===== config.mk =====
export PLATFORM = sky130hd
export DESIGN_NAME = keyed_table_insert_remove_search
export DESIGN_NICKNAME = d
export VERILOG_FILES = /design/src/rtl/core/kt_pkg.sv /design/src/rtl/core/kt_ram.sv /design/src/rtl/core/kt_ctrl.sv /design/src/rtl/core/keyed_table_insert_remove_search.sv
export VERILOG_INCLUDE_DIRS = /design/src /design/src/rtl/core
export SDC_FILE = /design/constraint.sdc
export NUM_CORES = 2
export LEC_CHECK = 0
export BUFFER_PORTS_ARGS = -buffer_cell sky130_fd_sc_hd__buf_4
export CORE_ASPECT_RATIO = 1.5
export CORE_MARGIN = 5
export CORE_UTILIZATION = 50
export CTS_BUF_LIST = sky130_fd_sc_hd__clkbuf_8
export CTS_CLUSTER_SIZE = 10
export DETAILED_ROUTE_END_ITERATION = 10
export GPL_TIMING_DRIVEN = 0
export MAX_ROUTING_LAYER = met4
export PLACE_DENSITY = 0.65
export SKIP_CTS_REPAIR_TIMING = 1
export SYNTH_ARGS = -nofsm -noshare
export SYNTH_HDL_FRONTEND = slang
export SYNTH_SLANG_ARGS = --single-unit

===== constraint.sdc =====
create_clock -name clk_i -period 5.25 [get_ports clk_i]
set_input_delay 0.7875 -clock clk_i [delete_from_list [all_inputs] [get_ports clk_i]]
set_output_delay 0.7875 -clock clk_i [all_outputs]
set_load 0.02 [all_outputs]

===== src/rtl/core/keyed_table_insert_remove_search_macros.svh =====
// ----------------------------------------------------------------------------
// Keyed table assertion macros
// Shared concurrent assertion forms for the keyed table design.
// ----------------------------------------------------------------------------
`ifndef KEYED_TABLE_INSERT_REMOVE_SEARCH_MACROS_SVH
`define KEYED_TABLE_INSERT_REMOVE_SEARCH_MACROS_SVH

// Same-cycle implication, checked outside reset.
`define KT_ASSERT_IMPLY(lbl, ante, cons) \
  lbl: assert property (@(posedge clk_i) disable iff (!rst_ni) (ante) |-> (cons)) \
    else $error("keyed table: same-cycle check failed");

// Next-cycle implication, checked outside reset.
`define KT_ASSERT_NEXT(lbl, ante, cons) \
  lbl: assert property (@(posedge clk_i) disable iff (!rst_ni) (ante) |=> (cons)) \
    else $error("keyed table: next-cycle check failed");

`endif


===== src/rtl/core/kt_pkg.sv =====
// ----------------------------------------------------------------------------
// Keyed table package
// Types, widths and codes shared by the keyed table modules.
// ----------------------------------------------------------------------------
package kt_pkg;

  localparam int TABLE_DEPTH = 64;
  localparam int ADDR_W      = (TABLE_DEPTH > 1) ? $clog2(TABLE_DEPTH) : 1;
  localparam int CNT_W       = 7;
  localparam int KEY_W       = 32;
  localparam int HANDLE_W    = 16;
  localparam int ACTION_W    = 2;
  localparam int STATUS_W    = 3;

  localparam logic [CNT_W-1:0] CAP_RESET = CNT_W'(64);

  typedef enum logic [ACTION_W-1:0] {
    ACT_INSERT = 2'd0,
    ACT_REMOVE = 2'd1,
    ACT_SEARCH = 2'd2
  } action_e;

  typedef enum logic [STATUS_W-1:0] {
    ST_INSERTED    = 3'd0,
    ST_DUPLICATE   = 3'd1,
    ST_FULL        = 3'd2,
    ST_REMOVED     = 3'd3,
    ST_REMOVE_MISS = 3'd4,
    ST_FOUND       = 3'd5,
    ST_NOT_FOUND   = 3'd6
  } status_e;

  typedef enum logic [2:0] {
    FSM_IDLE,
    FSM_SCAN,
    FSM_DECIDE,
    FSM_SHIFT,
    FSM_DONE
  } fsm_e;

  typedef struct packed {
    logic [ACTION_W-1:0] action;
    logic signed [KEY_W-1:0] key;
    logic [HANDLE_W-1:0] handle;
  } in_item_t;

  typedef struct packed {
    logic [STATUS_W-1:0] status;
    logic [CNT_W-1:0] entry_count;
  } out_item_t;

  typedef struct packed {
    logic [KEY_W-1:0] key;
    logic [HANDLE_W-1:0] handle;
  } entry_t;

  localparam int ENTRY_W = $bits(entry_t);

  typedef struct packed {
    logic re;
    logic [ADDR_W-1:0] raddr;
    logic we;
    logic [ADDR_W-1:0] waddr;
    entry_t wdata;
  } mem_req_t;

  typedef struct packed {
    logic valid;
    status_e status;
    logic [CNT_W-1:0] count;
  } result_t;

endpackage


===== src/rtl/core/kt_ram.sv =====
// ----------------------------------------------------------------------------
// Keyed table RAM
// Generic single-write, single-read synchronous RAM with registered read.
// ----------------------------------------------------------------------------
module kt_ram #(
  parameter int WIDTH = 8,
  parameter int DEPTH = 16,
  localparam int AW = (DEPTH > 1) ? $clog2(DEPTH) : 1
) (
  input  logic             clk_i,
  input  logic             we_i,
  input  logic [AW-1:0]    waddr_i,
  input  logic [WIDTH-1:0] wdata_i,
  input  logic             re_i,
  input  logic [AW-1:0]    raddr_i,
  output logic [WIDTH-1:0] rdata_o
);

  logic [WIDTH-1:0] mem_q [DEPTH];
  logic [WIDTH-1:0] rdata_q;

  always_ff @(posedge clk_i) begin
    if (we_i) begin
      mem_q[waddr_i] <= wdata_i;
    end
    if (re_i) begin
      rdata_q <= mem_q[raddr_i];
    end
  end

  assign rdata_o = rdata_q;

endmodule


===== src/rtl/core/kt_ctrl.sv =====
// ----------------------------------------------------------------------------
// Keyed table sequencer
// Scans the table for a key, appends entries and closes gaps on removal.
// ----------------------------------------------------------------------------
module kt_ctrl (
  input  logic                    clk_i,
  input  logic                    rst_ni,
  input  logic                    req_valid_i,
  output logic                    req_ready_o,
  input  kt_pkg::in_item_t        req_item_i,
  input  logic [kt_pkg::CNT_W-1:0] limit_i,
  output kt_pkg::mem_req_t        mem_o,
  input  kt_pkg::entry_t          rd_entry_i,
  output kt_pkg::result_t         res_o,
  input  logic                    res_ready_i
);
  import kt_pkg::*;

  fsm_e state_q, state_d;
  logic [CNT_W-1:0] count_q, count_d;
  logic [CNT_W-1:0] scan_q, scan_d;
  logic [CNT_W-1:0] pidx_q, pidx_d;
  logic pend_q, pend_d;
  logic present_q, present_d;
  logic [ACTION_W-1:0] op_q, op_d;
  logic [KEY_W-1:0] key_q, key_d;
  logic [HANDLE_W-1:0] handle_q, handle_d;
  status_e status_q, status_d;

  logic hit;
  logic last;
  logic ins_ok;
  logic shift_needed;
  logic [CNT_W-1:0] pidx_m1;

  assign hit          = pend_q && (rd_entry_i.key == key_q);
  assign last         = pend_q && ((pidx_q + CNT_W'(1)) == count_q);
  assign ins_ok       = !present_q && (count_q < limit_i);
  assign shift_needed = present_q && (scan_q < count_q);
  assign pidx_m1      = pidx_q - CNT_W'(1);

  always_comb begin
    state_d = state_q;
    case (state_q)
      FSM_IDLE: begin
        if (req_valid_i) begin
          state_d = (count_q == '0) ? FSM_DECIDE : FSM_SCAN;
        end
      end
      FSM_SCAN: begin
        if (hit || last) begin
          state_d = FSM_DECIDE;
        end
      end
      FSM_DECIDE: begin
        if ((op_q == ACT_REMOVE) && shift_needed) begin
          state_d = FSM_SHIFT;
        end else begin
          state_d = FSM_DONE;
        end
      end
      FSM_SHIFT: begin
        if (last) begin
          state_d = FSM_DONE;
        end
      end
      FSM_DONE: begin
        if (res_ready_i) begin
          state_d = FSM_IDLE;
        end
      end
      default: state_d = FSM_IDLE;
    endcase
  end

  always_comb begin
    mem_o       = '0;
    mem_o.raddr = scan_q[ADDR_W-1:0];
    req_ready_o = 1'b0;
    res_o       = '0;
    case (state_q)
      FSM_IDLE: begin
        req_ready_o = 1'b1;
      end
      FSM_SCAN: begin
        mem_o.re = !hit && !last;
      end
      FSM_DECIDE: begin
        if ((op_q == ACT_INSERT) && ins_ok) begin
          mem_o.we    = 1'b1;
          mem_o.waddr = count_q[ADDR_W-1:0];
          mem_o.wdata = '{key: key_q, handle: handle_q};
        end
      end
      FSM_SHIFT: begin
        mem_o.re    = !last;
        mem_o.we    = pend_q;
        mem_o.waddr = pidx_m1[ADDR_W-1:0];
        mem_o.wdata = rd_entry_i;
      end
      FSM_DONE: begin
        res_o.valid = 1'b1;
      end
      default: ;
    endcase
    res_o.status = status_q;
    res_o.count  = count_q;
  end

  always_comb begin
    count_d   = count_q;
    scan_d    = scan_q;
    pidx_d    = pidx_q;
    pend_d    = 1'b0;
    present_d = present_q;
    op_d      = op_q;
    key_d     = key_q;
    handle_d  = handle_q;
    status_d  = status_q;
    case (state_q)
      FSM_IDLE: begin
        op_d      = req_item_i.action;
        key_d     = req_item_i.key;
        handle_d  = req_item_i.handle;
        scan_d    = '0;
        present_d = 1'b0;
      end
      FSM_SCAN: begin
        if (hit) begin
          present_d = 1'b1;
          scan_d    = pidx_q + CNT_W'(1);
        end else if (!last) begin
          pend_d = 1'b1;
          pidx_d = scan_q;
          scan_d = scan_q + CNT_W'(1);
        end
      end
      FSM_DECIDE: begin
        case (op_q)
          ACT_INSERT: begin
            if (present_q) begin
              status_d = ST_DUPLICATE;
            end else if (ins_ok) begin
              status_d = ST_INSERTED;
              count_d  = count_q + CNT_W'(1);
            end else begin
              status_d = ST_FULL;
            end
          end
          ACT_REMOVE: begin
            if (present_q) begin
              status_d = ST_REMOVED;
              if (!shift_needed) begin
                count_d = count_q - CNT_W'(1);
              end
            end else begin
              status_d = ST_REMOVE_MISS;
            end
          end
          default: begin
            status_d = present_q ? ST_FOUND : ST_NOT_FOUND;
          end
        endcase
      end
      FSM_SHIFT: begin
        if (last) begin
          count_d = count_q - CNT_W'(1);
        end else begin
          pend_d = 1'b1;
          pidx_d = scan_q;
          scan_d = scan_q + CNT_W'(1);
        end
      end
      default: ;
    endcase
  end

  always_ff @(posedge clk_i or negedge rst_ni) begin
    if (!rst_ni) begin
      state_q <= FSM_IDLE;
      count_q <= '0;
      pend_q  <= 1'b0;
    end else begin
      state_q <= state_d;
      count_q <= count_d;
      pend_q  <= pend_d;
    end
  end

  always_ff @(posedge clk_i) begin
    scan_q    <= scan_d;
    pidx_q    <= pidx_d;
    present_q <= present_d;
    op_q      <= op_d;
    key_q     <= key_d;
    handle_q  <= handle_d;
    status_q  <= status_d;
  end

endmodule


===== src/rtl/core/keyed_table_insert_remove_search.sv =====
// ----------------------------------------------------------------------------
// Keyed table with insert, remove and search
// Packed key/handle table in one synchronous RAM with a scanning sequencer.
// ----------------------------------------------------------------------------
//  Channel  | Signals                          | Meaning
//  ---------+----------------------------------+-------------------------------
//  in       | in_valid_i in_ready_o in_data_i  | action, key and handle
//  out      | out_valid_o out_ready_i out_data_o | status and entry count
//  cfg      | cfg_we_i cfg_wdata_i             | capacity register write
//
// The sequencer scans the held entries through the single RAM read port, one
// entry per cycle, and skips the scan on an empty table; a hit ends the scan
// early, and a removal that closes a gap then shifts the later entries down.
// Reset clears the count and capacity returns to 64; the RAM needs no
// clearing. A new transaction is taken while the previous result waits in the
// output register; the next result then waits in the sequencer and holds off
// the input.
module keyed_table_insert_remove_search (
  input  logic                     clk_i,
  input  logic                     rst_ni,
  input  logic                     in_valid_i,
  output logic                     in_ready_o,
  input  kt_pkg::in_item_t         in_data_i,
  output logic                     out_valid_o,
  input  logic                     out_ready_i,
  output kt_pkg::out_item_t        out_data_o,
  input  logic                     cfg_we_i,
  input  logic [kt_pkg::CNT_W-1:0] cfg_wdata_i
);
  import kt_pkg::*;

  `include "keyed_table_insert_remove_search_macros.svh"

  logic [CNT_W-1:0] cap_q;
  logic [CNT_W-1:0] limit;
  logic             out_valid_q;
  out_item_t        out_data_q;
  logic             res_ready;
  mem_req_t         mem_req;
  entry_t           rd_entry;
  result_t          res;
  logic [ENTRY_W-1:0] rdata;

  assign limit = (cap_q > CNT_W'(TABLE_DEPTH)) ? CNT_W'(TABLE_DEPTH) : cap_q;

  always_ff @(posedge clk_i or negedge rst_ni) begin
    if (!rst_ni) begin
      cap_q <= CAP_RESET;
    end else if (cfg_we_i) begin
      cap_q <= cfg_wdata_i;
    end
  end

  kt_ram #(
    .WIDTH(ENTRY_W),
    .DEPTH(TABLE_DEPTH)
  ) u_ram (
    .clk_i  (clk_i),
    .we_i   (mem_req.we),
    .waddr_i(mem_req.waddr),
    .wdata_i(mem_req.wdata),
    .re_i   (mem_req.re),
    .raddr_i(mem_req.raddr),
    .rdata_o(rdata)
  );

  assign rd_entry = entry_t'(rdata);

  kt_ctrl u_ctrl (
    .clk_i      (clk_i),
    .rst_ni     (rst_ni),
    .req_valid_i(in_valid_i),
    .req_ready_o(in_ready_o),
    .req_item_i (in_data_i),
    .limit_i    (limit),
    .mem_o      (mem_req),
    .rd_entry_i (rd_entry),
    .res_o      (res),
    .res_ready_i(res_ready)
  );

  assign res_ready = !out_valid_q || out_ready_i;

  always_ff @(posedge clk_i or negedge rst_ni) begin
    if (!rst_ni) begin
      out_valid_q <= 1'b0;
    end else if (res_ready) begin
      out_valid_q <= res.valid;
    end
  end

  always_ff @(posedge clk_i) begin
    if (res_ready && res.valid) begin
      out_data_q.status      <= res.status;
      out_data_q.entry_count <= res.count;
    end
  end

  assign out_valid_o = out_valid_q;
  assign out_data_o  = out_data_q;

  `KT_ASSERT_IMPLY(a_count_bounded, 1'b1, res.count <= CNT_W'(TABLE_DEPTH))
  `KT_ASSERT_NEXT(a_no_instant_result, in_valid_i && in_ready_o, !res.valid)
  `KT_ASSERT_NEXT(a_count_steps, 1'b1, (res.count == $past(res.count)) || (res.count == ($past(res.count) + CNT_W'(1))) || ((res.count + CNT_W'(1)) == $past(res.count)))

endmodule

==> Flow_metrics.wiki <==
{| class="wikitable"
! Metric !! Value
|-
| Outcome || finished, violations left
|-
| Violations in the final reports || capacitance limit, slew limit
|-
| Number of nets in the finished design || 4072
|-
| Portion of the post-synthesis area used by sequential elements || 77.6%
|-
| DRC viols || 0
|-
| CORE AREA || 0.166 mm2
|-
| Crit path time final || 5.15 ns
|-
| Post-synthesis compound-gate area fraction || 0.995%
|-
| Maximum fanout along the worst path || 20
|-
| Max H-tree Level || 5
|-
| Switching component of the power || 17.0 mW
|-
| Starting Density || 50.3%
|-
| Largest family of logic cells by synthesized area || multiplexers
|-
| Adder-Cell Fraction of Synth Area || 0.255%
|-
| Synthesized area per cell || around 24 um2
|-
| CTS max path bufs || 4
|-
| Synth area leaders || sky130_fd_sc_hd__edfxtp_1 (77%), sky130_fd_sc_hd__mux4_2 (18%), sky130_fd_sc_hd__dfrtp_1 (0.54%)
|-
| Portion of total power attributed to the clock network || roughly a quarter
|-
| EDFF count, synth || 2142
|-
| Number of placement rows || 183
|-
| I/O pin cnt || 74
|-
| Via count of the first global-routing pass || 41628
|-
| Syn-to-layout area delta || 14.5%
|-
| Weighted congestion reported at the end of routability-driven placement || 0.944
|-
| Endpoints failing hold || 0
|-
| Worst skew pair latency || ~1.1 ns
|-
| Total internal power || 33.8 mW
|-
| Proportion of register bits with asynchronous set or reset after synthesis || less than 1%
|-
| TritonCTS clock tree || yes
|-
| Wire length of the first global-routing pass || roughly 320000 um
|-
| Area fraction in and, or, nand and nor cells after synthesis || between 1 and 1.5%
|-
| Maximum operating frequency || just under 0.2 GHz
|-
| Filler Cell Count || between 10000 and 15000
|-
| Startpoint-to-endpoint class of the critical path || reg -> reg
|-
| Main synth FF type || sky130_fd_sc_hd__edfxtp_1
|-
| Clock root buffer || sky130_fd_sc_hd__clkbuf_8
|-
| Final period utilization || a little over nine tenths
|-
| Worst Hold Class || in -> reg
|-
| Share of final-layout standard cells stronger than drive strength 1 || 33.1%
|-
| Number of antenna violations at the first check in global routing || 22
|-
| Via count of the routed design || 40385
|-
| X dimension of the die || 344 um
|-
| Critical-path top delay cell || sky130_fd_sc_hd__a221oi_1
|-
| Worst slew margin || -2.60%
|-
| Data arrival time of the worst path || 5.90 ns
|-
| Die height || 511 um
|-
| Crit path cell chain || inv_1, nand2_1, ha_1, a21o_1, a21o_1, a221oi_1, nand2_2, o21ai_2, or3_1, clkbuf_1, nor2_4, buf_16
|-
| Maximum vdd drop || roughly 0.31 mV
|-
| Synth warnings || 0
|-
| Final-report setup violation count || 0
|-
| Post-synthesis cell area || 0.0835 mm2
|-
| Clock sink total || 2161
|-
| Worst-path clk slew || 0.06 ns
|-
| Crit path launch type || flop
|-
| Floorplan die area || 0.175 mm2
|-
| CP Data Required Time || 6.00 ns
|-
| Cell type with the largest total area after synthesis || sky130_fd_sc_hd__edfxtp_1
|-
| Distinct cells, synth || 61
|-
| Xor/xnor cell area share of the yosys netlist || 0.640%
|-
| Via density per instance || 6.26
|-
| Placed wire-length estimate || 151000 um
|-
| Cell Pwr Density || 531 mW/mm2
|-
| Gate Count Post-Synth || 3460
|-
| Number of detailed-route iterations in the first pass || 6
|-
| Kind of end point of the critical path || flop
|-
| Number of nets in the synthesized netlist || 3539
|-
| Worst-margin pin slew || 1.54 ns
|-
| Most common cell type on the critical path || sky130_fd_sc_hd__a21o_1
|-
| Critical Path Max Stage Delay || about 0.84 ns
|-
| Combinational share of power || 32.6%
|-
| Layout Utilization || 57.6%
|-
| Sequential Power Share || a little over two fifths
|-
| Synth Register Bits || roughly 2200
|-
| Switching portion of total power || 33.5%
|-
| Global-route total usage across every layer || a little over a quarter
|-
| Final max-slew violation count || 11
|-
| Detailed Route Iter0 Violations || 4912
|-
| Pin count of the biggest net entering global routing || 65
|-
| Setup repair after global routing missed its margin || no
|-
| Post-route antenna net violation count || 0
|-
| Standby leakage power || approximately 30 nW
|-
| Area share of the largest cell type after synthesis || 77.0%
|-
| Worst clock skew on the final layout || 0.0851 ns
|-
| Max-cap check violation count || 2
|-
| Average wire per standard cell || 35.0 um
|-
| Final wirelength || about 230000 um
|-
| Number of buffers created by CTS || 332
|-
| Residual overflow from global routing || 0
|-
| Proportion of synthesized area in mux cells || 18.2%
|-
| Hold Worst Slack || 0.0896 ns
|-
| Total of buffers placed on input and output ports || 56
|}
==> path summary, 6_finish.rpt <==
check | startpoint | slack, ns | cells after the start | end
worst min-delay path | in_valid_i | 0.09 | 3 | u_ctrl.state_q[0]
max in group asynchronous | rst_ni | 4.75 | 2 | cap_q[6]
worst max-delay path | cap_q[6] | 0.10 | 12 | u_ram.mem_q[8][25]
worst min register to register | u_ctrl.status_q[1] | 0.42 | 0 | out_data_o[8]
min in group asynchronous | rst_ni | 0.16 | 2 | cap_q[2]
worst max register to register | cap_q[6] | 0.10 | 12 | u_ram.mem_q[8][25]
==> stage by stage <==
| step | power [mW] | TNS (ns) | instances | cell area, um2 | setup WS, ns |
|---|---|---|---|---|---|
| floorplan | 31.3 | 0 | 3460 | 83500 | 0.866 |
| global placement | 37.9 | -3847.23 | 5736 | 86700 | -1.87 |
| detailed placement | 38.6 | -10.79 | 5837 | 89400 | -0.170 |
| CTS | 51.0 | -11.67 | 6399 | 95200 | -0.190 |
| global route | 52.4 | 0 | 6448 | 95600 | 0.00367 |
| finish | 50.8 | 0 | 6452 | 95600 | 0.103 |
==> state kept, by name, indices dropped and copies added, names as in the netlist <==
signal	cells
cap_q	7
u_ram.rdata_o	32
u_ctrl.state_q	3
out_valid_o	1
u_ctrl.present_q	1
u_ctrl.status_q	3
out_data_o	10
u_ctrl.count_q	7
u_ctrl.op_q	2
u_ctrl.key_q	32
u_ctrl.scan_q	7
u_ctrl.pend_q	1
u_ram.mem_q	2048
u_ctrl.pidx_q	7
==> power by group through the flow <==
| stage | logic, mW | clock network [mW] | registers (mW) |
|---|---|---|---|
| final | 16.6 | 12.5 | 21.7 |
| after global placement | 15.7 | 0 | 22.3 |
| after detailed placement | 16.5 | 0 | 22.0 |
| after floorplan | 9.35 | 0 | 21.9 |
| after global routing | 17.1 | 13.5 | 21.7 |
| after CTS | 16.6 | 12.7 | 21.7 |
==> layout make-up <==
cell class	instances	area (um2)	area share, %
antenna	11	27.5	0.0288
buffer	186	813	0.850
clock buffer	347	4780	4.99
clock inverter	215	963	1.01
inverter	16	60.1	0.0628
multi-input combinational	1097	18400	19.2
sequential	2161	64800	67.8
tap	2220	2780	2.90
timing repair buffer	199	3020	3.16
==> metal layers <==
layer  GRT usage (%)  wire length, um  vias to the layer above
li1                -                -                    16046
met1            32.1            78400                    21712
met2            42.9           113000                     2127
met3            6.67            21000                      500
met4            13.4            13400                        0
met5               -                0                        -
==> cells in the mapped netlist (all sizes together), types with 14 or more instances <==
master  number
a21oi       21
a22o        33
buf         93
clkbuf      93
dfrtp       18
edfxtp    2142
ha          17
inv         16
mux4       672
nand2       43
nand4       14
nor2        94
o21ai       29
xnor2       45
xor2        16
==> logic make-up (layout without fill, tap and decap cells) <==
| logic type | Yosys count | after routing |
|---|---|---|
| other | 0 | 11 |
| adders and majority gates | 17 | 17 |
| and+or+nand+nor | 220 | 220 |
| DFF | 2161 | 2161 |
| muxes | 680 | 680 |
| xor gates and xnor gates | 61 | 61 |
| buffers and inverters | 202 | 963 |
| AOI/OAI and AO/OA | 119 | 119 |
==> layout by cell type, fill, tap and decap left out, drive strengths merged, types with 14 or more instances in the layout <==
| master | count |
|---|---|
| dfrtp | 18 |
| buf | 249 |
| ha | 17 |
| inv | 121 |
| clkbuf | 441 |
| edfxtp | 2142 |
| nand4 | 14 |
| clkinv | 103 |
| a22o | 33 |
| xnor2 | 45 |
| nand2 | 43 |
| a21oi | 21 |
| o21ai | 29 |
| nor2 | 94 |
| mux4 | 672 |
| xor2 | 16 |
| dlygate4sd3 | 42 |
==> worst max-delay path, delay by kind of cell (launching register included) <==
| family | cells | cell delay (ns) |
|---|---|---|
| flops | 1 | 0.53 |
| fa+ha+maj | 1 | 0.23 |
| compound gates | 4 | 1.89 |
| buf+inv | 3 | 1.19 |
| simple gates | 4 | 1.04 |
No activity file was read; power rests on OpenSTA's default activity.
